File: src/rtl/amcd_pkg.sv
`timescale 1ns / 1ps
`default_nettype none

package amcd_pkg;

  parameter int unsigned WINDOW_DEF  = 20;
  parameter int unsigned AXES        = 3;
  parameter int unsigned SAMPLE_W    = 16;
  parameter int unsigned SMAG_W      = SAMPLE_W + 1;
  parameter int unsigned LEVEL_W     = 8;
  parameter int unsigned LEVEL_MAX   = 200;
  parameter int unsigned PERCENT     = 100;
  parameter int unsigned PCT_W       = $clog2(PERCENT + 1);
  // 16384 counts per g
  parameter int unsigned G_SHIFT     = 14;
  // Reciprocal scale; exact for every quotient this block forms
  parameter int unsigned RECIP_SHIFT = 24;
  // Divisors are at least 3, so the reciprocal fits one bit short of the scale
  parameter int unsigned RECIP_W     = RECIP_SHIFT - 1;
  parameter int unsigned INST_RECIP  = ((1 << RECIP_SHIFT) + AXES - 1) / AXES;

  parameter logic [LEVEL_W-1:0] THRESH_RST = 8'd255;

  typedef struct packed {
    logic acc;   // beat accepted: ring read/write
    logic ld2;   // window sum update
    logic ld3;   // magnitude stage
  } lane_ctl_t;

  typedef struct packed {
    logic ld4;   // scale stage
    logic ld5;   // divide stage / output register
  } merge_ctl_t;

endpackage

`default_nettype wire

File: src/rtl/amcd_sample_if.sv
`timescale 1ns / 1ps
`default_nettype none

interface amcd_sample_if;
  logic                                  valid;
  logic                                  ready;
  logic signed [amcd_pkg::SAMPLE_W-1:0]  accel_x;
  logic signed [amcd_pkg::SAMPLE_W-1:0]  accel_y;
  logic signed [amcd_pkg::SAMPLE_W-1:0]  accel_z;

  modport source (output valid, output accel_x, output accel_y, output accel_z, input ready);
  modport sink   (input valid, input accel_x, input accel_y, input accel_z, output ready);
endinterface

`default_nettype wire

File: src/rtl/amcd_level_if.sv
`timescale 1ns / 1ps
`default_nettype none

interface amcd_level_if;
  logic                           valid;
  logic                           ready;
  logic [amcd_pkg::LEVEL_W-1:0]   filtered_level;
  logic [amcd_pkg::LEVEL_W-1:0]   instant_level;
  logic                           stop_request;

  modport source (output valid, output filtered_level, output instant_level,
                  output stop_request, input ready);
  modport sink   (input valid, input filtered_level, input instant_level,
                  input stop_request, output ready);
endinterface

`default_nettype wire

File: src/rtl/amcd_lane.sv
`timescale 1ns / 1ps
`default_nettype none

module amcd_lane #(
  parameter int unsigned WINDOW = amcd_pkg::WINDOW_DEF,
  localparam int unsigned SLOT_W = (WINDOW > 1) ? $clog2(WINDOW) : 1,
  localparam int unsigned SUM_W  = $clog2(WINDOW) + amcd_pkg::SAMPLE_W + 1
) (
  input  logic                                 clk_i,
  input  logic                                 rst_ni,
  input  amcd_pkg::lane_ctl_t                  ctl_i,
  input  logic [SLOT_W-1:0]                    slot_i,
  input  logic signed [amcd_pkg::SAMPLE_W-1:0] sample_i,
  output logic [SUM_W-1:0]                     sum_mag_o,
  output logic [amcd_pkg::SMAG_W-1:0]          samp_mag_o
);

  logic signed [amcd_pkg::SAMPLE_W-1:0] ring_mem [WINDOW];
  logic [WINDOW-1:0]                    ring_vld_q;

  logic signed [amcd_pkg::SAMPLE_W-1:0] old_q;
  logic                                 old_vld_q;
  logic signed [amcd_pkg::SAMPLE_W-1:0] new1_q;
  logic signed [amcd_pkg::SAMPLE_W-1:0] new2_q;
  logic signed [SUM_W-1:0]              sum_q;
  logic signed [SUM_W-1:0]              sum_d;
  logic signed [amcd_pkg::SAMPLE_W-1:0] old_eff;
  logic signed [amcd_pkg::SMAG_W-1:0]   new2_ext;
  logic [SUM_W-1:0]                     sum_mag_q;
  logic [amcd_pkg::SMAG_W-1:0]          samp_mag_q;

  // Read the retiring entry and overwrite it in the same beat
  always_ff @(posedge clk_i) begin
    if (ctl_i.acc) begin
      old_q             <= ring_mem[slot_i];
      ring_mem[slot_i]  <= sample_i;
      new1_q            <= sample_i;
      old_vld_q         <= ring_vld_q[slot_i];
    end
  end

  // Entries never written read as zero
  always_ff @(posedge clk_i or negedge rst_ni) begin
    if (!rst_ni) begin
      ring_vld_q <= '0;
    end else if (ctl_i.acc) begin
      ring_vld_q[slot_i] <= 1'b1;
    end
  end

  assign old_eff = old_vld_q ? old_q : '0;
  assign sum_d   = sum_q - SUM_W'(old_eff) + SUM_W'(new1_q);

  always_ff @(posedge clk_i or negedge rst_ni) begin
    if (!rst_ni) begin
      sum_q <= '0;
    end else if (ctl_i.ld2) begin
      sum_q <= sum_d;
    end
  end

  always_ff @(posedge clk_i) begin
    if (ctl_i.ld2) begin
      new2_q <= new1_q;
    end
  end

  assign new2_ext = amcd_pkg::SMAG_W'(new2_q);

  always_ff @(posedge clk_i) begin
    if (ctl_i.ld3) begin
      sum_mag_q  <= sum_q[SUM_W-1] ? SUM_W'(-sum_q) : SUM_W'(sum_q);
      samp_mag_q <= new2_ext[amcd_pkg::SMAG_W-1] ? amcd_pkg::SMAG_W'(-new2_ext)
                                                 : amcd_pkg::SMAG_W'(new2_ext);
    end
  end

  assign sum_mag_o  = sum_mag_q;
  assign samp_mag_o = samp_mag_q;

endmodule

`default_nettype wire

File: src/rtl/amcd_merge.sv
`timescale 1ns / 1ps
`default_nettype none

module amcd_merge #(
  parameter int unsigned WINDOW = amcd_pkg::WINDOW_DEF,
  localparam int unsigned SUM_W = $clog2(WINDOW) + amcd_pkg::SAMPLE_W + 1
) (
  input  logic                          clk_i,
  input  amcd_pkg::merge_ctl_t          ctl_i,
  input  logic [SUM_W-1:0]              sum_mag_i  [amcd_pkg::AXES],
  input  logic [amcd_pkg::SMAG_W-1:0]   samp_mag_i [amcd_pkg::AXES],
  input  logic [amcd_pkg::LEVEL_W-1:0]  thresh_i,
  output logic [amcd_pkg::LEVEL_W-1:0]  filtered_o,
  output logic [amcd_pkg::LEVEL_W-1:0]  instant_o,
  output logic                          stop_o
);

  localparam int unsigned AS_W       = SUM_W + 2;
  localparam int unsigned AN_W       = AS_W + amcd_pkg::PCT_W;
  localparam int unsigned T_W        = AN_W - amcd_pkg::G_SHIFT;
  localparam int unsigned FP_W       = T_W + amcd_pkg::RECIP_W;
  localparam int unsigned FILT_DIV   = amcd_pkg::AXES * WINDOW;
  localparam int unsigned FILT_RECIP = ((1 << amcd_pkg::RECIP_SHIFT) + FILT_DIV - 1) / FILT_DIV;

  localparam int unsigned BS_W = amcd_pkg::SMAG_W + 2;
  localparam int unsigned BN_W = BS_W + amcd_pkg::PCT_W;
  localparam int unsigned TI_W = BN_W - amcd_pkg::G_SHIFT;
  localparam int unsigned IP_W = TI_W + amcd_pkg::RECIP_W;

  logic [AS_W-1:0] asum;
  logic [AN_W-1:0] anum;
  logic [BS_W-1:0] bsum;
  logic [BN_W-1:0] bnum;
  logic [T_W-1:0]  tf_q;
  logic [TI_W-1:0] ti_q;
  logic [FP_W-1:0] fprod;
  logic [IP_W-1:0] iprod;
  logic [amcd_pkg::LEVEL_W-1:0] filt_q;
  logic [amcd_pkg::LEVEL_W-1:0] inst_q;

  assign asum = AS_W'(sum_mag_i[0]) + AS_W'(sum_mag_i[1]) + AS_W'(sum_mag_i[2]);
  assign anum = AN_W'(asum) * AN_W'(amcd_pkg::PERCENT);
  assign bsum = BS_W'(samp_mag_i[0]) + BS_W'(samp_mag_i[1]) + BS_W'(samp_mag_i[2]);
  assign bnum = BN_W'(bsum) * BN_W'(amcd_pkg::PERCENT);

  // Drop the counts-per-g factor first; the rest divides by a small constant
  always_ff @(posedge clk_i) begin
    if (ctl_i.ld4) begin
      tf_q <= anum[AN_W-1:amcd_pkg::G_SHIFT];
      ti_q <= bnum[BN_W-1:amcd_pkg::G_SHIFT];
    end
  end

  // Rounded-up reciprocal: the error term stays below one quotient step
  assign fprod = FP_W'(tf_q) * FP_W'(FILT_RECIP);
  assign iprod = IP_W'(ti_q) * IP_W'(amcd_pkg::INST_RECIP);

  always_ff @(posedge clk_i) begin
    if (ctl_i.ld5) begin
      filt_q <= fprod[amcd_pkg::RECIP_SHIFT +: amcd_pkg::LEVEL_W];
      inst_q <= iprod[amcd_pkg::RECIP_SHIFT +: amcd_pkg::LEVEL_W];
    end
  end

  assign filtered_o = filt_q;
  assign instant_o  = inst_q;
  assign stop_o     = (filt_q >= thresh_i);

endmodule

`default_nettype wire

File: src/rtl/accel_moving_average_crash_detect_core.sv
`timescale 1ns / 1ps
`default_nettype none

// Channel      Dir  Payload                                         Beat when
// sample_i     in   accel_x, accel_y, accel_z (s16 each)            valid & ready
// level_o      out  filtered_level, instant_level (u8), stop_request valid & ready
// stop_thresh  in   stop_threshold_i (u8)                            stop_threshold_we_i
//
// One sample per cycle while the output is not stalled; each result is built in
// five stages: ring port, window sum, magnitudes, scale, reciprocal multiply.
// The ring is read and rewritten at one slot per beat, one memory port per axis.
// Reset empties the rings through per-entry valid bits; no clearing pass.
// A stalled output holds; bubbles close up stage by stage, so input stalls
// only once all five stages are full.

module accel_moving_average_crash_detect_core #(
  parameter int unsigned WINDOW = amcd_pkg::WINDOW_DEF
) (
  input  logic                          clk_i,
  input  logic                          rst_ni,
  amcd_sample_if.sink                   sample_i,
  amcd_level_if.source                  level_o,
  input  logic                          stop_threshold_we_i,
  input  logic [amcd_pkg::LEVEL_W-1:0]  stop_threshold_i
);

  localparam int unsigned SLOT_W = (WINDOW > 1) ? $clog2(WINDOW) : 1;
  localparam int unsigned SUM_W  = $clog2(WINDOW) + amcd_pkg::SAMPLE_W + 1;
  localparam logic [SLOT_W-1:0] SLOT_LAST = SLOT_W'(WINDOW - 1);

  logic [4:0] vld_q;
  logic [4:0] rdy;
  logic [4:0] ld;
  logic [SLOT_W-1:0] slot_q;
  logic [SLOT_W-1:0] slot_d;
  logic [amcd_pkg::LEVEL_W-1:0] thr_q;

  amcd_pkg::lane_ctl_t  lane_ctl;
  amcd_pkg::merge_ctl_t merge_ctl;

  logic signed [amcd_pkg::SAMPLE_W-1:0] axis_sample [amcd_pkg::AXES];
  logic [SUM_W-1:0]                     sum_mag     [amcd_pkg::AXES];
  logic [amcd_pkg::SMAG_W-1:0]          samp_mag    [amcd_pkg::AXES];

  // A stage advances when it is empty or the next one advances
  assign rdy[4] = !vld_q[4] || level_o.ready;
  assign rdy[3] = !vld_q[3] || rdy[4];
  assign rdy[2] = !vld_q[2] || rdy[3];
  assign rdy[1] = !vld_q[1] || rdy[2];
  assign rdy[0] = !vld_q[0] || rdy[1];

  assign ld[0] = sample_i.valid && rdy[0];
  assign ld[1] = vld_q[0] && rdy[1];
  assign ld[2] = vld_q[1] && rdy[2];
  assign ld[3] = vld_q[2] && rdy[3];
  assign ld[4] = vld_q[3] && rdy[4];

  always_ff @(posedge clk_i or negedge rst_ni) begin
    if (!rst_ni) begin
      vld_q <= '0;
    end else begin
      if (rdy[0]) vld_q[0] <= sample_i.valid;
      if (rdy[1]) vld_q[1] <= vld_q[0];
      if (rdy[2]) vld_q[2] <= vld_q[1];
      if (rdy[3]) vld_q[3] <= vld_q[2];
      if (rdy[4]) vld_q[4] <= vld_q[3];
    end
  end

  assign slot_d = (slot_q == SLOT_LAST) ? '0 : slot_q + SLOT_W'(1);

  always_ff @(posedge clk_i or negedge rst_ni) begin
    if (!rst_ni) begin
      slot_q <= '0;
    end else if (ld[0]) begin
      slot_q <= slot_d;
    end
  end

  always_ff @(posedge clk_i or negedge rst_ni) begin
    if (!rst_ni) begin
      thr_q <= amcd_pkg::THRESH_RST;
    end else if (stop_threshold_we_i) begin
      thr_q <= stop_threshold_i;
    end
  end

  assign lane_ctl.acc  = ld[0];
  assign lane_ctl.ld2  = ld[1];
  assign lane_ctl.ld3  = ld[2];
  assign merge_ctl.ld4 = ld[3];
  assign merge_ctl.ld5 = ld[4];

  assign axis_sample[0] = sample_i.accel_x;
  assign axis_sample[1] = sample_i.accel_y;
  assign axis_sample[2] = sample_i.accel_z;

  for (genvar g = 0; g < amcd_pkg::AXES; g++) begin : g_lane
    amcd_lane #(
      .WINDOW (WINDOW)
    ) u_lane (
      .clk_i      (clk_i),
      .rst_ni     (rst_ni),
      .ctl_i      (lane_ctl),
      .slot_i     (slot_q),
      .sample_i   (axis_sample[g]),
      .sum_mag_o  (sum_mag[g]),
      .samp_mag_o (samp_mag[g])
    );
  end

  amcd_merge #(
    .WINDOW (WINDOW)
  ) u_merge (
    .clk_i      (clk_i),
    .ctl_i      (merge_ctl),
    .sum_mag_i  (sum_mag),
    .samp_mag_i (samp_mag),
    .thresh_i   (thr_q),
    .filtered_o (level_o.filtered_level),
    .instant_o  (level_o.instant_level),
    .stop_o     (level_o.stop_request)
  );

  assign sample_i.ready = rdy[0];
  assign level_o.valid  = vld_q[4];

endmodule

`default_nettype wire

File: src/flat_wrapper.sv
// flat-port wrapper written by rule: the top's interface ports become plain ports
module accel_moving_average_crash_detect_core_flat 
#(
  parameter int unsigned WINDOW = amcd_pkg::WINDOW_DEF
)
  (clk_i, rst_ni, stop_threshold_we_i, stop_threshold_i, sample_i_valid, sample_i_accel_x, sample_i_accel_y, sample_i_accel_z, sample_i_ready, level_o_valid, level_o_filtered_level, level_o_instant_level, level_o_stop_request, level_o_ready);
  amcd_sample_if sample_i_i ();
  amcd_level_if level_o_i ();
  input  logic clk_i;
  input  logic rst_ni;
  input  logic stop_threshold_we_i;
  input  logic [amcd_pkg::LEVEL_W-1:0] stop_threshold_i;
  input wire logic [$bits(sample_i_i.valid)-1:0] sample_i_valid;
  input wire logic [$bits(sample_i_i.accel_x)-1:0] sample_i_accel_x;
  input wire logic [$bits(sample_i_i.accel_y)-1:0] sample_i_accel_y;
  input wire logic [$bits(sample_i_i.accel_z)-1:0] sample_i_accel_z;
  output wire logic [$bits(sample_i_i.ready)-1:0] sample_i_ready;
  output wire logic [$bits(level_o_i.valid)-1:0] level_o_valid;
  output wire logic [$bits(level_o_i.filtered_level)-1:0] level_o_filtered_level;
  output wire logic [$bits(level_o_i.instant_level)-1:0] level_o_instant_level;
  output wire logic [$bits(level_o_i.stop_request)-1:0] level_o_stop_request;
  input wire logic [$bits(level_o_i.ready)-1:0] level_o_ready;
  assign sample_i_i.valid = sample_i_valid;
  assign sample_i_i.accel_x = sample_i_accel_x;
  assign sample_i_i.accel_y = sample_i_accel_y;
  assign sample_i_i.accel_z = sample_i_accel_z;
  assign sample_i_ready = sample_i_i.ready;
  assign level_o_valid = level_o_i.valid;
  assign level_o_filtered_level = level_o_i.filtered_level;
  assign level_o_instant_level = level_o_i.instant_level;
  assign level_o_stop_request = level_o_i.stop_request;
  assign level_o_i.ready = level_o_ready;
  accel_moving_average_crash_detect_core #(.WINDOW(WINDOW)) u_core (.clk_i(clk_i), .rst_ni(rst_ni), .sample_i(sample_i_i), .level_o(level_o_i), .stop_threshold_we_i(stop_threshold_we_i), .stop_threshold_i(stop_threshold_i));
endmodule
File: config.mk
export PLATFORM = sky130hd
export DESIGN_NAME = accel_moving_average_crash_detect_core_flat
export DESIGN_NICKNAME = d
export VERILOG_FILES = /design/src/rtl/amcd_pkg.sv /design/src/rtl/amcd_sample_if.sv /design/src/rtl/amcd_level_if.sv /design/src/rtl/amcd_lane.sv /design/src/rtl/amcd_merge.sv /design/src/rtl/accel_moving_average_crash_detect_core.sv /design/src/flat_wrapper.sv
export SDC_FILE = /design/constraint.sdc
export NUM_CORES = 2
export LEC_CHECK = 0
export CORE_ASPECT_RATIO = 1.2
export CORE_UTILIZATION = 50
export DETAILED_ROUTE_END_ITERATION = 7
export DONT_BUFFER_PORTS = 1
export PLACE_DENSITY = 0.64
export SLEW_MARGIN = 10
export SYNTH_ARGS = -nofsm -noshare
export SYNTH_HDL_FRONTEND = slang
export SYNTH_SLANG_ARGS = --single-unit
File: constraint.sdc
create_clock -name clk_i -period 17.2 [get_ports clk_i]
set_input_delay 1.72 -clock clk_i [delete_from_list [all_inputs] [get_ports clk_i]]
set_output_delay 1.72 -clock clk_i [all_outputs]
set_load 0.05 [all_outputs]
After elaboration in Yosys (flattened, before gate mapping)
Memory sizes are Yosys's and may differ from the RTL's. A register that Yosys moved wholly into a read port is not among the register bits.
Index checks and enable logic that the tools add are counted.
{"block": "totals", "ram_bits": 960, "reg_bits": 405, "wordCells": 105, "out_inout_bits": 19, "in_bits": 61, "mem_count": 3}
{"name": "u_core.g_lane[0].u_lane.ring_mem", "depth": 20, "word_bits": 16, "read_ports": 1, "rd_clocked_by_memory_dff": 1, "write_ports": 1, "line_no": "amcd_lane.sv:18", "text": "logic signed [amcd_pkg::SAMPLE_W-1:0] ring_mem [WINDOW];"}
{"name": "u_core.g_lane[1].u_lane.ring_mem", "depth": 20, "word_bits": 16, "read_ports": 1, "rd_clocked_by_memory_dff": 1, "write_ports": 1, "line_no": "amcd_lane.sv:18"}
{"name": "u_core.g_lane[2].u_lane.ring_mem", "depth": 20, "word_bits": 16, "read_ports": 1, "rd_clocked_by_memory_dff": 1, "write_ports": 1, "line_no": "amcd_lane.sv:18"}
{"block": "classes", "n_eq_ne": 1, "n_mux": 20, "addsub": 17, "bitwise_logic": 3, "multipliers": 4, "n_reduce_logical": 16, "order_cmp": 3}
{"operator": "$add A22 B16 Y22", "count": 3}
{"operator": "$neg A22 Y22", "count": 3}
{"operator": "$sub A22 B16 Y22", "count": 3}
{"operator": "$mux W21", "count": 3}
{"operator": "$or A20 B20 Y20", "count": 3}
{"operator": "$neg A16 Y17", "count": 3}
{"operator": "$mux W16", "count": 3}
{"operator": "$mux W15", "count": 3}
{"operator": "$mul A17 B19 Y32 const B", "count": 1}
{"operator": "$mul A12 B22 Y31 const B", "count": 1}
{"operator": "$mul A24 B5 Y29 const B", "count": 1}
{"operator": "$add A24 B22 Y24", "count": 1}
{"operator": "$mul A19 B5 Y24 const B", "count": 1}
{"operator": "$add A22 B22 Y23", "count": 1}
{"operator": "$add A18 B17 Y19", "count": 1}
{"operator": "$add A17 B17 Y18", "count": 1}
{"operator": "$bmux W1 S5", "count": 3}
{"operator": "$ge A8 B8 Y1", "count": 1}
{"operator": "$logic_and A1 B1 Y1", "count": 6}
{"operator": "$lt A5 B6 Y1 const B", "count": 1}
{"operator": "$mux W1", "count": 6}
{"operator": "$add A5 B1 Y5 const B", "count": 1}
{"operator": "$demux W1 S5", "count": 1}
{"operator": "$eq A5 B5 Y1 const B", "count": 1}
{"operator": "4 further kinds", "count": 12}

Longest topological paths before layout
{"block": "depth", "ltp_word": 9, "mapped_depth": 31, "depth_no_buf": 31}

Modules after synthesis
Synthesis repeated with hierarchy kept, for this count alone.
{"block": "unflattened", "cells_unflattened": 4668, "hier_area_um2": 70910.5}
{"mod": "amcd_lane at u_core.g_lane[2].u_lane", "area_per_inst_um2": 19165.9, "seq_area_each_um2": 13302.8, "cells_per_inst": 1108, "instances": 1}
{"mod": "amcd_lane at u_core.g_lane[0].u_lane", "area_per_inst_um2": 19107.1, "seq_area_each_um2": 13302.8, "cells_per_inst": 1117, "instances": 1}
{"mod": "amcd_lane at u_core.g_lane[1].u_lane", "area_per_inst_um2": 19043.3, "seq_area_each_um2": 13302.8, "cells_per_inst": 1110, "instances": 1}
{"mod": "amcd_merge", "area_per_inst_um2": 12764.7, "seq_area_each_um2": 1351.3, "cells_per_inst": 1269, "instances": 1}
{"mod": "accel_moving_average_crash_detect_core", "area_per_inst_um2": 829.5, "seq_area_each_um2": 460.4, "cells_per_inst": 64, "instances": 1}

Worst setup path before layout
Ideal clock, no wire load.
{"block": "synth_path", "path_type": "input-to-reg", "startpoint": "input port level_o_ready", "endpoint": "memory u_core.g_lane[0].u_lane.ring_mem[10][0] (netlist bit), enable pin", "path_stages": 8, "arrival_ns": 7.168, "setup_time_ns": 0.402, "t_required_ns": 16.798, "n_path_buf": 1, "path_slack_ns": 9.629, "cell_sequence": "nor2b_1 > nand4_1 > inv_1 > nand2_1 > and2_0 > clkbuf_1 > nand3_1 > inv_1"}
{"element": "start: declaration", "line_no": "flat_wrapper.sv:22", "text": "input wire logic [$bits(level_o_i.ready)-1:0] level_o_ready;"}
{"element": "end: declaration", "line_no": "amcd_lane.sv:18"}

Final worst setup path
{"block": "layout_path", "startpoint": "register u_core.g_lane[1].u_lane.sum_mag_q[0]", "endpoint": "register u_core.u_merge.tf_q[16], data pin"}
{"block": "layout_via", "elab_chain_cells": 3}
{"element": "start: declaration", "line_no": "amcd_lane.sv:29", "text": "logic [SUM_W-1:0] sum_mag_q;"}
{"element": "start signal: assignment", "line_no": "amcd_lane.sv:72", "text": "sum_mag_q <= sum_q[SUM_W-1] ? SUM_W'(-sum_q) : SUM_W'(sum_q);"}
{"element": "$add A22 B22 Y23", "line_no": "amcd_merge.sv:41", "text": "assign asum = AS_W'(sum_mag_i[0]) + AS_W'(sum_mag_i[1]) + AS_W'(sum_mag_i[2]);"}
{"element": "$add A24 B22 Y24", "line_no": "amcd_merge.sv:41"}
{"element": "$mul A24 B5 Y29", "line_no": "amcd_merge.sv:42", "text": "assign anum = AN_W'(asum) * AN_W'(amcd_pkg::PERCENT);"}
{"element": "via u_core.u_merge.anum[30]", "line_no": "amcd_merge.sv:31", "text": "logic [AN_W-1:0] anum;"}
{"element": "end signal: assignment", "line_no": "amcd_merge.sv:49", "text": "tf_q <= anum[AN_W-1:amcd_pkg::G_SHIFT];"}
{"element": "end: declaration", "line_no": "amcd_merge.sv:34", "text": "logic [T_W-1:0] tf_q;"}
The timed path passes the listed nets, and every way through them passes these cells.
A chain may end at the register's enable or synchronous reset.

==> impl_metrics.yaml <==
placement:
  io_buffers: 0
  gpl.final_weighted_congestion: 0.875
  place.detailed.hpwl_um: 99100
synthesis:
  postSynth.topFlopCell: "edfxtp_1"
  synth_warnings: 0
  post_synth_main_area_contributors: "edfxtp_1 (54%), mux4_2 (8.3%), ha_1 (8.0%)"
  synth_compound_area_share_pct: 5.89
  post_synth_xor_xnor_area_pct: 3.17
  yosysTopAreaCellShare_pct: 54.2
  synthSimpleGateAreaFrac_pct: 4.81
  netlist-cell-type-count: 85
  syn_area_um2: 70200
  yosys.cell_count.top_type: "edfxtp_1"
  postSynthCellCount: 4642
  synth_adder_area_share_pct: 13.5
  synth-async-reset-ratio_pct: 10.2
  synth_seq_area_share_pct: 59.4
  synth_commonest_cells: "edfxtp_1 (1269), inv_1 (520), ha_1 (448), mux4_2 (260), fa_1 (195)"
  synth_enable_flop_cells: 1269
  yosys.area.top_type: "edfxtp_1"
  multiplexer_area_fraction_after_synthesis_pct: 9.71
  ys_seq_elements: 1413
  synth_top_family_by_area: "adder cells"
  synth.avg_cell_area_um2: 15.1
floorplanning:
  design.portCount: 80
  die_h_um: 413
  std_cell_rows: 150
  initial_standard_cell_utilization_of_the_core_pct: 50.4
  die_w_um: 344
  die_area_um2: 142000
  placeable_area_um2: 139000
global_routing:
  grt_antenna_before_repair: 4
  grt_max_degree: 145
  top_usage_layer: "met2"
  grt.met3_usage_pct: 3.54
  via_count_of_the_first_global_routing_pass: 38800
  met2_global_route_usage_pct: 37.4
  grt_first_pass_wirelength_um: 233000
  grt_use_total_pct: 21.9
  overflow: 0
  grtUsageMet1_pct: 29.3
timing:
  finalClockSkew_ns: 0.0194
  setup_viol: 0
  hold_viol_final: 0
  fin_crit_sh_pct: 37.9
  slew_headroom_pct: 26.1
  rsz0062_at_grt: "false"
  final_period_minus_worst_setup_slack_ns: 6.52
  drv_slew: 0
  timing_worst_slew_pin_value_ns: 1.11
  max_freq_mhz: 153
  finalSetupTns_ns: 0
route:
  drt_first_iter_violations: 2789
  route.antenna.remaining_nets: 0
  detail_route.first_pass.iterations: 7
  num_vias: 37800
  drt_drc_violations_left: 0
  route.detailed.wl_per_inst_um: 22.9
  via_per_inst: 5.70
  finalWirelength_um: 152000
setup_path:
  timing.critical_path.fanout_max: 5
  max_stage_delay_ns: 0.49
  arrival_time_reported_for_the_critical_path_endpoint_ns: 7.04
  setup.worst_path.end_class: "register"
  worstSetupStartpointType: "register"
  timing.setup.critical_path_class: "reg2reg"
  r2r_start: "u_core.g_lane[1].u_lane.sum_mag_o[0]$_DFFE_PP_"
  critical-path-slowest-cell: "fa_1"
  crit_start: "u_core.g_lane[1].u_lane.sum_mag_o[0]$_DFFE_PP_"
  critPathRequiredTime_ns: 17.72
cts:
  clock_sink_count: 1413
  clk_pin_slew_worst_paths_ns: 0.06
  worstSkewPairLatency_ns: 0.78
  numCtsBuffers: 142
  cts_max_path_buffers: 3
  cts_tree: "done"
  cts_max_level: 4
  holdBufCountCts: 0
  clock-root-buffer: "clkbuf_16"
  post_cts_buffers: 0
  cts-resized-gates: 0
min_path:
  holdCritPathClass: "reg2reg"
  worstHoldStart: "u_core.g_lane[0].u_lane.new1_q[3]$_DFFE_PP_"
final_layout:
  layout_cell_share_with_drive_strength_beyond_1_pct: 11.9
  nets: 5413
  area.growth.synth_to_final_pct: 9.53
flow_run:
  maxCapViolCount: 0
run_status:
  run_status: "completed"
[state kept, by name (all words and copies together) (netlist names), 12 cells and up]
name,count
u_core.g_lane.u_lane.new2_q,48
u_core.g_lane.u_lane.ring_mem,960
u_core.g_lane.u_lane.old_q,48
u_core.g_lane.u_lane.new1_q,48
u_core.g_lane.u_lane.sum_mag_o,66
u_core.u_merge.ti_q,12
u_core.g_lane.u_lane.ring_vld_q,60
u_core.g_lane.u_lane.samp_mag_o,51
u_core.g_lane.u_lane.sum_q,66
u_core.u_merge.tf_q,17
[cells in the final DEF, fill, tap and decap left out, types with 51 or more instances in the layout]
cell type and n:
a21oi_1 150, xnor2_1 185, a21o_1 65, edfxtp_1 1269, dfrtp_1 132, xor2_1 69
fa_1 195, nand3_1 51, o21ai_1 91, mux4_2 260, nand2_1 182, clkbuf_16 147
ha_1 448, nor2_1 140, and2_1 54, o21ai_0 121, mux2i_1 93, inv_1 504
nand2b_1 78
[through the flow]
stage          setup WS, ns  cell area (um2)  hold slack, ns  instances  util, %
6_report              10.68            76900           0.453       6640     55.2
5_1_grt               10.11            76900           0.466       6639     55.2
4_1_cts               10.63            76900           0.456       6639     55.2
3_5_place_dp          10.68            72500           0.441       6389     52.0
3_3_place_gp          10.74            72500           0.438       6389     52.0
2_1_floorplan          9.63            70300           0.425       4644        -
[worst paths after layout]
check | slack, ns | cells past startpoint | end
min in group asynchronous | 0.64 | 0 | u_core.g_lane[1].u_lane.ring_vld_q[3]$_DFFE_PN0P_
min | 0.45 | 0 | u_core.g_lane[0].u_lane.new2_q[3]$_DFFE_PP_
max reg2reg | 10.68 | 31 | u_core.u_merge.tf_q[16]$_DFFE_PP_
max in group asynchronous | 16.24 | 0 | u_core.g_lane[0].u_lane.sum_q[17]$_DFFE_PN0P_
min reg2reg | 0.45 | 0 | u_core.g_lane[0].u_lane.new2_q[3]$_DFFE_PP_
max | 10.68 | 31 | u_core.u_merge.tf_q[16]$_DFFE_PP_
[metal layers]
layer / up-vias / wire [um]
li1: 17300 / -
met1: 19400 / 64900
met2: 877 / 76400
met3: 186 / 7780
met4: 0 / 2710
met5: - / 0
[cell families after synthesis]
| group | Yosys count |
|---|---|
| compound gates | 649 |
| xor+xnor | 254 |
| flops | 1413 |
| other cells | 1 |
| fa+ha+maj | 643 |
| mux | 356 |
| buf+inv | 645 |
| simple gates | 681 |
[worst max-delay path: cells and delay by family (launching register included)]
family,cells,cell delay (ns)
AOI/OAI and AO/OA,14,2.44
xor gates and xnor gates,3,0.41
adders and majority gates,7,2.29
buffers and inverters,3,0.15
DFF,1,0.33
and+or+nand+nor,4,0.64
[area by class of cell]
cell class | count | area (um2)
diodes | 1 | 2.50
clock buffers | 178 | 3830
clock inverters | 72 | 647
fillers | 11100 | 62500
inverters | 525 | 1970
multi-input cells | 2586 | 26100
flip-flops and latches | 1413 | 41700
well taps | 1824 | 2280
repair buffers | 41 | 345
Power is left out: the tool's default activity adds up to more than one toggle a clock period on the data nets, which glitch-free logic cannot reach.
